==> src/lpp_pkg.sv <==
// Shared types and constants for the line pack/pad ping-pong core.
// No dependencies; imported by every module of the block.
package lpp_pkg;

    localparam int LINE_CNT_W        = 10;
    localparam int PIXEL_W           = 8;
    localparam int WORD_W            = 2 * PIXEL_W;
    localparam int LINE_WORDS_DEF    = 64;
    localparam int PADDED_WORDS_DEF  = 128;
    localparam logic [LINE_CNT_W-1:0] FRAME_LINES_RESET = LINE_CNT_W'(339);

    typedef struct packed {
        logic [PIXEL_W-1:0] pixel;
        logic               frame_start;
    } in_t;

    typedef struct packed {
        logic [WORD_W-1:0] word_out;
        logic              word_valid;
        logic              frame_start_out;
    } out_t;

    typedef struct packed {
        logic                en;
        logic [1:0]          lane_en;
        logic [PIXEL_W-1:0]  pixel;
    } byte_wr_t;

endpackage

==> src/lpp_line_ram.sv <==
// One line store: synchronous RAM with two byte lanes and registered read data.
// Depends on lpp_pkg for the byte write bundle.
module lpp_line_ram #(
    parameter int DEPTH = lpp_pkg::LINE_WORDS_DEF,
    parameter int AW    = 6
) (
    input  logic                      aclk,
    input  lpp_pkg::byte_wr_t         wr,
    input  logic [AW-1:0]             wr_addr,
    input  logic                      rd_en,
    input  logic [AW-1:0]             rd_addr,
    output logic [lpp_pkg::WORD_W-1:0] rd_data
);
    import lpp_pkg::*;

    logic [1:0][PIXEL_W-1:0] mem [DEPTH];
    logic [WORD_W-1:0]       rd_data_reg;

    always_ff @(posedge aclk) begin
        if (wr.en) begin
            if (wr.lane_en[1]) begin
                mem[wr_addr][1] <= wr.pixel;
            end
            if (wr.lane_en[0]) begin
                mem[wr_addr][0] <= wr.pixel;
            end
        end
    end

    always_ff @(posedge aclk) begin
        if (rd_en) begin
            rd_data_reg <= mem[rd_addr];
        end
    end

    assign rd_data = rd_data_reg;

endmodule

==> src/line_pack_pad_pingpong_core.sv <==
// Top level: packs pixel pairs into two ping-pong line stores, reads full lines out padded.
// Depends on lpp_pkg and lpp_line_ram.
// A result beat on m_ passes the stage 1 and output registers; writes and reads use one port each.
// Throughput: one beat per cycle without m_ready stalls; at most one byte write, one word read.
// Reset: synchronous active-low aresetn clears all counters, flags and the pipeline;
// frame_lines returns to 339; line store contents stay undefined until written.
module line_pack_pad_pingpong_core #(
    parameter int LINE_WORDS   = lpp_pkg::LINE_WORDS_DEF,
    parameter int PADDED_WORDS = lpp_pkg::PADDED_WORDS_DEF
) (
    input  logic                          aclk,
    input  logic                          aresetn,
    input  logic                          cfg_we,
    input  logic [lpp_pkg::LINE_CNT_W-1:0] cfg_wdata,
    input  logic                          s_valid,
    output logic                          s_ready,
    input  lpp_pkg::in_t                  s_data,
    output logic                          m_valid,
    input  logic                          m_ready,
    output lpp_pkg::out_t                 m_data
);
    import lpp_pkg::*;

    localparam int AW   = (LINE_WORDS > 1) ? $clog2(LINE_WORDS) : 1;
    localparam int WP_W = $clog2(LINE_WORDS + 1);
    localparam int BP_W = $clog2(2 * LINE_WORDS + 1);
    localparam int RI_W = $clog2(PADDED_WORDS + 1);
    localparam logic [WP_W-1:0] WP_FULL  = WP_W'(LINE_WORDS);
    localparam logic [BP_W-1:0] BP_LINE  = BP_W'(2 * LINE_WORDS);
    localparam logic [RI_W-1:0] RI_END   = RI_W'(PADDED_WORDS);
    localparam logic [31:0]     LW32     = 32'(LINE_WORDS);

    logic [LINE_CNT_W-1:0] frame_lines_reg;
    logic [LINE_CNT_W-1:0] lines_in_reg, lines_in_next;
    logic [LINE_CNT_W-1:0] lines_out_reg, lines_out_next;
    logic [BP_W-1:0]       byte_pos_reg, byte_pos_next;
    logic [WP_W-1:0]       word_pos_reg, word_pos_next;
    logic                  half_reg, half_next;
    logic                  fill_sel_reg, fill_sel_next;
    logic                  full_a_reg, full_a_next;
    logic                  full_b_reg, full_b_next;
    logic [RI_W-1:0]       rd_idx_a_reg, rd_idx_a_next;
    logic [RI_W-1:0]       rd_idx_b_reg, rd_idx_b_next;

    logic                  accept;
    logic                  wr_en;
    logic                  wr_sel;
    logic [AW-1:0]         wr_addr;
    logic [RI_W-1:0]       rd_idx;
    logic                  rd_pad;
    logic                  rd_hit;
    logic                  step_valid;
    logic                  step_sof;
    logic                  fwd;
    byte_wr_t              wr_a, wr_b;
    logic                  re_a, re_b;
    logic [AW-1:0]         rd_addr;
    logic [WORD_W-1:0]     rdata_a, rdata_b, rdata;

    logic                  s1_valid_reg;
    logic                  s1_word_valid_reg;
    logic                  s1_sel_b_reg;
    logic                  s1_pad_reg;
    logic                  s1_sof_reg;
    logic                  s1_fwd_hi_reg;
    logic                  s1_fwd_lo_reg;
    logic [PIXEL_W-1:0]    s1_px_reg;
    logic                  s1_adv;
    logic [WORD_W-1:0]     s1_word;

    logic                  m_valid_reg;
    out_t                  m_data_reg;

    assign s1_adv  = s1_valid_reg && (!m_valid_reg || m_ready);
    assign s_ready = !s1_valid_reg || s1_adv;
    assign accept  = s_valid && s_ready;

    always_comb begin
        lines_in_next  = lines_in_reg;
        lines_out_next = lines_out_reg;
        byte_pos_next  = byte_pos_reg;
        word_pos_next  = word_pos_reg;
        half_next      = half_reg;
        fill_sel_next  = fill_sel_reg;
        full_a_next    = full_a_reg;
        full_b_next    = full_b_reg;
        rd_idx_a_next  = rd_idx_a_reg;
        rd_idx_b_next  = rd_idx_b_reg;
        wr_en          = 1'b0;

        if (s_data.frame_start) begin
            lines_in_next = '0;
            byte_pos_next = '0;
            word_pos_next = '0;
            fill_sel_next = 1'b0;
        end
        wr_sel  = fill_sel_next;
        wr_addr = AW'(word_pos_next);

        // write side
        if (lines_in_next < frame_lines_reg) begin
            wr_en         = 1'b1;
            byte_pos_next = byte_pos_next + 1'b1;
            if (half_reg) begin
                word_pos_next = word_pos_next + 1'b1;
            end
            half_next = ~half_reg;
            if (word_pos_next == WP_FULL) begin
                if (fill_sel_next) begin
                    full_b_next = 1'b1;
                end else begin
                    full_a_next = 1'b1;
                end
                fill_sel_next = ~fill_sel_next;
                word_pos_next = '0;
            end
            if (byte_pos_next == BP_LINE) begin
                lines_in_next = lines_in_next + 1'b1;
                byte_pos_next = '0;
            end
        end

        // read side, store b wins
        step_valid = full_a_next || full_b_next;
        rd_idx     = full_b_next ? rd_idx_b_reg : rd_idx_a_reg;
        rd_pad     = !(32'(rd_idx) < LW32);
        rd_hit     = step_valid && !rd_pad;
        rd_addr    = AW'(rd_idx);
        step_sof   = step_valid && (lines_out_reg == '0) && (rd_idx == '0);
        fwd        = wr_en && rd_hit && (wr_sel == full_b_next) && (rd_addr == wr_addr);
        if (full_a_next) begin
            rd_idx_a_next = rd_idx_a_reg + 1'b1;
        end
        if (full_b_next) begin
            rd_idx_b_next = rd_idx_b_reg + 1'b1;
        end

        // line control
        if (rd_idx_a_next == RI_END || rd_idx_b_next == RI_END) begin
            lines_out_next = lines_out_next + 1'b1;
        end
        if (lines_out_next == frame_lines_reg) begin
            lines_out_next = '0;
        end
        if (rd_idx_a_next == RI_END) begin
            full_a_next   = 1'b0;
            rd_idx_a_next = '0;
        end
        if (rd_idx_b_next == RI_END) begin
            full_b_next   = 1'b0;
            rd_idx_b_next = '0;
        end
    end

    always_comb begin
        wr_a.en      = accept && wr_en && !wr_sel;
        wr_a.lane_en = half_reg ? 2'b01 : 2'b10;
        wr_a.pixel   = s_data.pixel;
        wr_b         = wr_a;
        wr_b.en      = accept && wr_en && wr_sel;
        re_a         = accept && rd_hit && !full_b_next;
        re_b         = accept && rd_hit && full_b_next;
    end

    lpp_line_ram #(.DEPTH(LINE_WORDS), .AW(AW)) u_store_a (
        .aclk    (aclk),
        .wr      (wr_a),
        .wr_addr (wr_addr),
        .rd_en   (re_a),
        .rd_addr (rd_addr),
        .rd_data (rdata_a)
    );

    lpp_line_ram #(.DEPTH(LINE_WORDS), .AW(AW)) u_store_b (
        .aclk    (aclk),
        .wr      (wr_b),
        .wr_addr (wr_addr),
        .rd_en   (re_b),
        .rd_addr (rd_addr),
        .rd_data (rdata_b)
    );

    always_ff @(posedge aclk) begin
        if (!aresetn) begin
            frame_lines_reg <= FRAME_LINES_RESET;
        end else if (cfg_we) begin
            frame_lines_reg <= cfg_wdata;
        end
    end

    always_ff @(posedge aclk) begin
        if (!aresetn) begin
            lines_in_reg  <= '0;
            lines_out_reg <= '0;
            byte_pos_reg  <= '0;
            word_pos_reg  <= '0;
            half_reg      <= 1'b0;
            fill_sel_reg  <= 1'b0;
            full_a_reg    <= 1'b0;
            full_b_reg    <= 1'b0;
            rd_idx_a_reg  <= '0;
            rd_idx_b_reg  <= '0;
        end else if (accept) begin
            lines_in_reg  <= lines_in_next;
            lines_out_reg <= lines_out_next;
            byte_pos_reg  <= byte_pos_next;
            word_pos_reg  <= word_pos_next;
            half_reg      <= half_next;
            fill_sel_reg  <= fill_sel_next;
            full_a_reg    <= full_a_next;
            full_b_reg    <= full_b_next;
            rd_idx_a_reg  <= rd_idx_a_next;
            rd_idx_b_reg  <= rd_idx_b_next;
        end
    end

    // stage 1: RAM read data lands here; same-cycle write is forwarded
    always_ff @(posedge aclk) begin
        if (!aresetn) begin
            s1_valid_reg <= 1'b0;
        end else if (accept) begin
            s1_valid_reg <= 1'b1;
        end else if (s1_adv) begin
            s1_valid_reg <= 1'b0;
        end
    end

    always_ff @(posedge aclk) begin
        if (accept) begin
            s1_word_valid_reg <= step_valid;
            s1_sel_b_reg      <= full_b_next;
            s1_pad_reg        <= rd_pad;
            s1_sof_reg        <= step_sof;
            s1_fwd_hi_reg     <= fwd && !half_reg;
            s1_fwd_lo_reg     <= fwd && half_reg;
            s1_px_reg         <= s_data.pixel;
        end
    end

    always_comb begin
        rdata   = s1_sel_b_reg ? rdata_b : rdata_a;
        s1_word = {s1_fwd_hi_reg ? s1_px_reg : rdata[WORD_W-1:PIXEL_W],
                   s1_fwd_lo_reg ? s1_px_reg : rdata[PIXEL_W-1:0]};
        if (s1_pad_reg || !s1_word_valid_reg) begin
            s1_word = '0;
        end
    end

    // output register
    always_ff @(posedge aclk) begin
        if (!aresetn) begin
            m_valid_reg <= 1'b0;
        end else if (s1_adv) begin
            m_valid_reg <= 1'b1;
        end else if (m_ready) begin
            m_valid_reg <= 1'b0;
        end
    end

    always_ff @(posedge aclk) begin
        if (s1_adv) begin
            m_data_reg.word_out        <= s1_word;
            m_data_reg.word_valid      <= s1_word_valid_reg;
            m_data_reg.frame_start_out <= s1_sof_reg;
        end
    end

    assign m_valid = m_valid_reg;
    assign m_data  = m_data_reg;

    a_idle_store_a_index: assert property (@(posedge aclk) disable iff (!aresetn)
        !full_a_reg |-> rd_idx_a_reg == '0)
        else $error("store a read index moved while store a not full");

    a_idle_store_b_index: assert property (@(posedge aclk) disable iff (!aresetn)
        !full_b_reg |-> rd_idx_b_reg == '0)
        else $error("store b read index moved while store b not full");

    a_stall_holds_rdata: assert property (@(posedge aclk) disable iff (!aresetn)
        s1_valid_reg && !s1_adv |=> $stable(rdata_a) && $stable(rdata_b))
        else $error("line store read data changed under a stalled beat");

    a_empty_beat_zero: assert property (@(posedge aclk) disable iff (!aresetn)
        m_valid && !m_data.word_valid |-> m_data.word_out == '0 && !m_data.frame_start_out)
        else $error("beat without a word carries data or frame start");

endmodule
==> config.mk <==
export PLATFORM = sky130hd
export DESIGN_NAME = line_pack_pad_pingpong_core
export DESIGN_NICKNAME = d
export VERILOG_FILES = /design/src/lpp_pkg.sv /design/src/lpp_line_ram.sv /design/src/line_pack_pad_pingpong_core.sv
export SDC_FILE = /design/constraint.sdc
export NUM_CORES = 2
export LEC_CHECK = 0
export BUFFER_PORTS_ARGS = -buffer_cell sky130_fd_sc_hd__clkbuf_2
export CORE_MARGIN = 2
export CORE_UTILIZATION = 57
export CTS_CLUSTER_DIAMETER = 150
export DETAILED_ROUTE_END_ITERATION = 8
export PLACE_DENSITY = 0.78
export SLEW_MARGIN = 10
export SYNTH_ARGS = -nofsm -noshare
export SYNTH_HDL_FRONTEND = slang
export SYNTH_SLANG_ARGS = --single-unit
export TNS_END_PERCENT = 5
==> constraint.sdc <==
create_clock -name aclk -period 5.35 [get_ports aclk]
set_input_delay 0.2675 -clock aclk [delete_from_list [all_inputs] [get_ports aclk]]
set_output_delay 0.2675 -clock aclk [all_outputs]
set_load 0.05 [all_outputs]
==> summary.md <==
| Metric | Value |
|---|---|
| Largest net degree at the start of global routing | `183` |
| Synth async-reset ratio | `0%` |
| HPWL after detailed placement | `144.0 mm` |
| CP Launch Type | `input port` |
| Post-synth top area share | `72.37%` |
| Post-synthesis sequential area ratio | `73.90%` |
| Crit path from | `s_data[0]` |
| Post-CTS Setup Inserts | `0` |
| RSZ-0062 raised after global routing | `yes` |
| CTS tree | `yes` |
| Post-DRT Antenna Nets | `0` |
| Synth Area per Inst | `13.46 sq um` |
| Ys Warns | `0` |
| # rows | `143` |
| Final number of hold-violating endpoints | `0` |
| Most numerous cell in the Yosys netlist | `edfxtp_1` |
| Clk slew on worst S/H paths | `0.06 ns` |
| Fill cell count | `10520` |
| Inserted Clock Buffers | `207` |
| GRT overflow | `0` |
| WS Path Type | `in -> reg` |
| Die extent in x | `396.1 um` |
| Synth Register Bits | `2179` |
| Synth area leaders | `edfxtp_1 72%, a21oi_1 6.1%, nand2_1 5.5%` |
| Synth top cells by count | `2112 x edfxtp_1, 1290 x nand2_1, 1076 x a21oi_1, 330 x nor2_1, 310 x clkbuf_1` |
| Max-Cap Viols | `0` |
| GRT Util Overall | `30.22%` |
| Total chip power | `33.57 mW` |
| DR DRC count | `0` |
| Top FF cell, synth | `edfxtp_1` |
| First-pass GRT wire length | `351.9 mm` |
| Die Y | `396.1 um` |
| Maximum clock rate | `0.1924 GHz` |
| Period utilization | `97.17%` |
| Pre-antenna DRT Iters | `8` |
| Status | `complete, no violations` |
| Storage cell area | `0.06476 sq mm` |
| Post-Syn Instances | `6513` |
| Tightest Pin Transition | `1.346 ns` |
| Slew HR | `9.609%` |
| CP Capture Type | `flop` |
| P_leak | `31.58 nW` |
| Initial Utilization | `57.56%` |
| Crit path required time | `5.93 ns` |
| Maximum VDD drop | `0.3544 mV` |
| Area grow syn2layout | `11.30%` |
| Crit path DAT | `5.78 ns` |
| Setup_tns | `0 ns` |
| Final min period | `5.199 ns` |
| Post-synthesis net count | `6554` |
| Clock root cell | `clkbuf_16` |
| Worst skew pair latency | `0.85 ns` |
| Vias in the first global route | `54350` |
| DR iter-0 viols | `9193` |
| Fraction of final layout cells with drive strength greater than 1 | `8.257%` |
| Layout net count | `6556` |
| Yosys top cell by area | `edfxtp_1` |
| # port buffers | `43` |
| Post-synth EDFFs | `2112` |
| Post-Syn Area | `0.08764 sq mm` |
| Vias per cell | `6.582` |
| PwrDens | `344.2 mW/mm^2` |
| R2r startpoint | `lines_in_reg[5]$_SDFFE_PN0P_` |
| Worst Min Path Start | `s_data[6]` |
| Max Root-Sink Buffers | `3` |
| I/O pins | `44` |
| Die ar. | `0.1569 sq mm` |
| Critical Path Fanout Max | `53` |
| Max Slew Vio Count | `0` |
| Total core area | `0.1523 sq mm` |
| Setup violations, final | `0` |
| Vias | `57380` |
| Clock sinks | `2179` |
| WL/cell | `27.81 um` |
| Worst clock skew | `0.05364 ns` |
| Hold WC Path Type | `in -> reg` |
| Final weighted congestion in routability-driven placement | `0.9277` |
| Multi-input logic area | `0.02100 sq mm` |
| Clock H-tree levels | `4` |
| Antenna violations before repair | `13` |
| Netlist cell types | `73` |
| Post-Route WL | `242.4 mm` |
[through the flow]
stage	setup WS (ns)	std cells	hold WS, ns	util, %	area [sq um]
3_3_place_gp	0.2565	8302	0.4482	59.50	90600
5_1_grt	-0.04140	8715	0.02062	64.05	97530
3_5_place_dp	0.09198	8302	0.4307	59.50	90600
4_1_cts	0.3383	8714	0.005252	64.04	97510
6_report	0.1515	8718	0.005164	64.06	97540
2_1_floorplan	0.3210	6513	0.3664	-	87640
[power by group]
part / total [mW] / internal [mW] / switching [mW]
logic: 0.550 / 0.102 / 0.448
registers: 18.8 / 18.7 / 0.0252
clock network: 14.3 / 7.87 / 6.40
total: 33.6 / 26.7 / 6.87
[path summary, 6_finish.rpt]
kind / end / slack, ns / cells after the start
max reg2reg: u_store_b.rd_data[11]$_DFFE_PP_ / 0.15 / 14
min reg2reg: m_data[0]$_DFFE_PP_ / 0.43 / 0
min: u_store_a.mem[39][5]$_DFFE_PP_ / 0.005 / 1
max: u_store_b.rd_data[11]$_DFFE_PP_ / 0.15 / 17
[layout by cell type (no fill, tap or decap), drive strengths merged, types with 33 or more instances in the layout]
cell type,Yosys,routed
edfxtp,2112,2112
nand2,1290,1290
a21oi,1083,1083
nor2,330,330
clkbuf,310,293
mux2i,222,222
a221oi,192,192
buf,154,188
a22oi,164,164
a31oi,104,104
clkinv,1,93
a32oi,67,67
dfxtp,67,67
or4,42,42
o21ai,36,36
dlygate4sd3,0,33
[per-layer routing]
| layer | wire (um) | part of all wire (%) | track usage, % |
|---|---|---|---|
| met1 | 86920 | 36 | 40.40 |
| met2 | 108300 | 45 | 45.09 |
| met4 | 14130 | 5.8 | 16.01 |
| met5 | 69 | 0.028 | 0 |
| met3 | 33030 | 14 | 8.811 |
[area by class of cell]
| type | count | share of cell area, % |
|---|---|---|
| tap | 2030 | 2.604 |
| timing repair buffer | 256 | 2.630 |
| clock inverter | 121 | 1.207 |
| multi-input combinational | 3849 | 21.53 |
| inverter | 22 | 0.08467 |
| clock buffer | 258 | 5.538 |
| antenna | 3 | 0.007697 |
| sequential | 2179 | 66.40 |
[worst max-delay path: stages]
cell and delay, ns:
dlygate4sd3_1 0.54, clkbuf_2 0.15, buf_12 0.19, nor2b_1 0.23
ha_1 0.30, and3_1 0.18, a221oi_2 0.44, o2111ai_1 0.28
a21oi_2 0.56, and3_4 0.57, buf_12 0.23, buf_12 0.22
mux2i_1 0.23, a221oi_1 0.12, a31oi_1 0.44, a21oi_1 0.22
or4_1 0.55
[cells by family (layout without fill, tap and decap cells)]
logic type      Yosys count  count (layout)  synth area share [%]
flops                  2179            2179                 73.90
simple gates           1832            1833                 8.501
compound gates         1718            1718                 11.87
buf+inv                 486             657                 2.351
mux                     226             226                 2.587
xor+xnor                 55              55                0.5497
fa+ha+maj                17              17                0.2427
other cells               0               3                     0
[what timing repair did]
action,in CTS,in global routing
hold buffers,33,0
hold endpoints to repair,285,0
setup endpoints to repair,0,12
resized for setup,0,2
(Power assumes the default switching activity.)
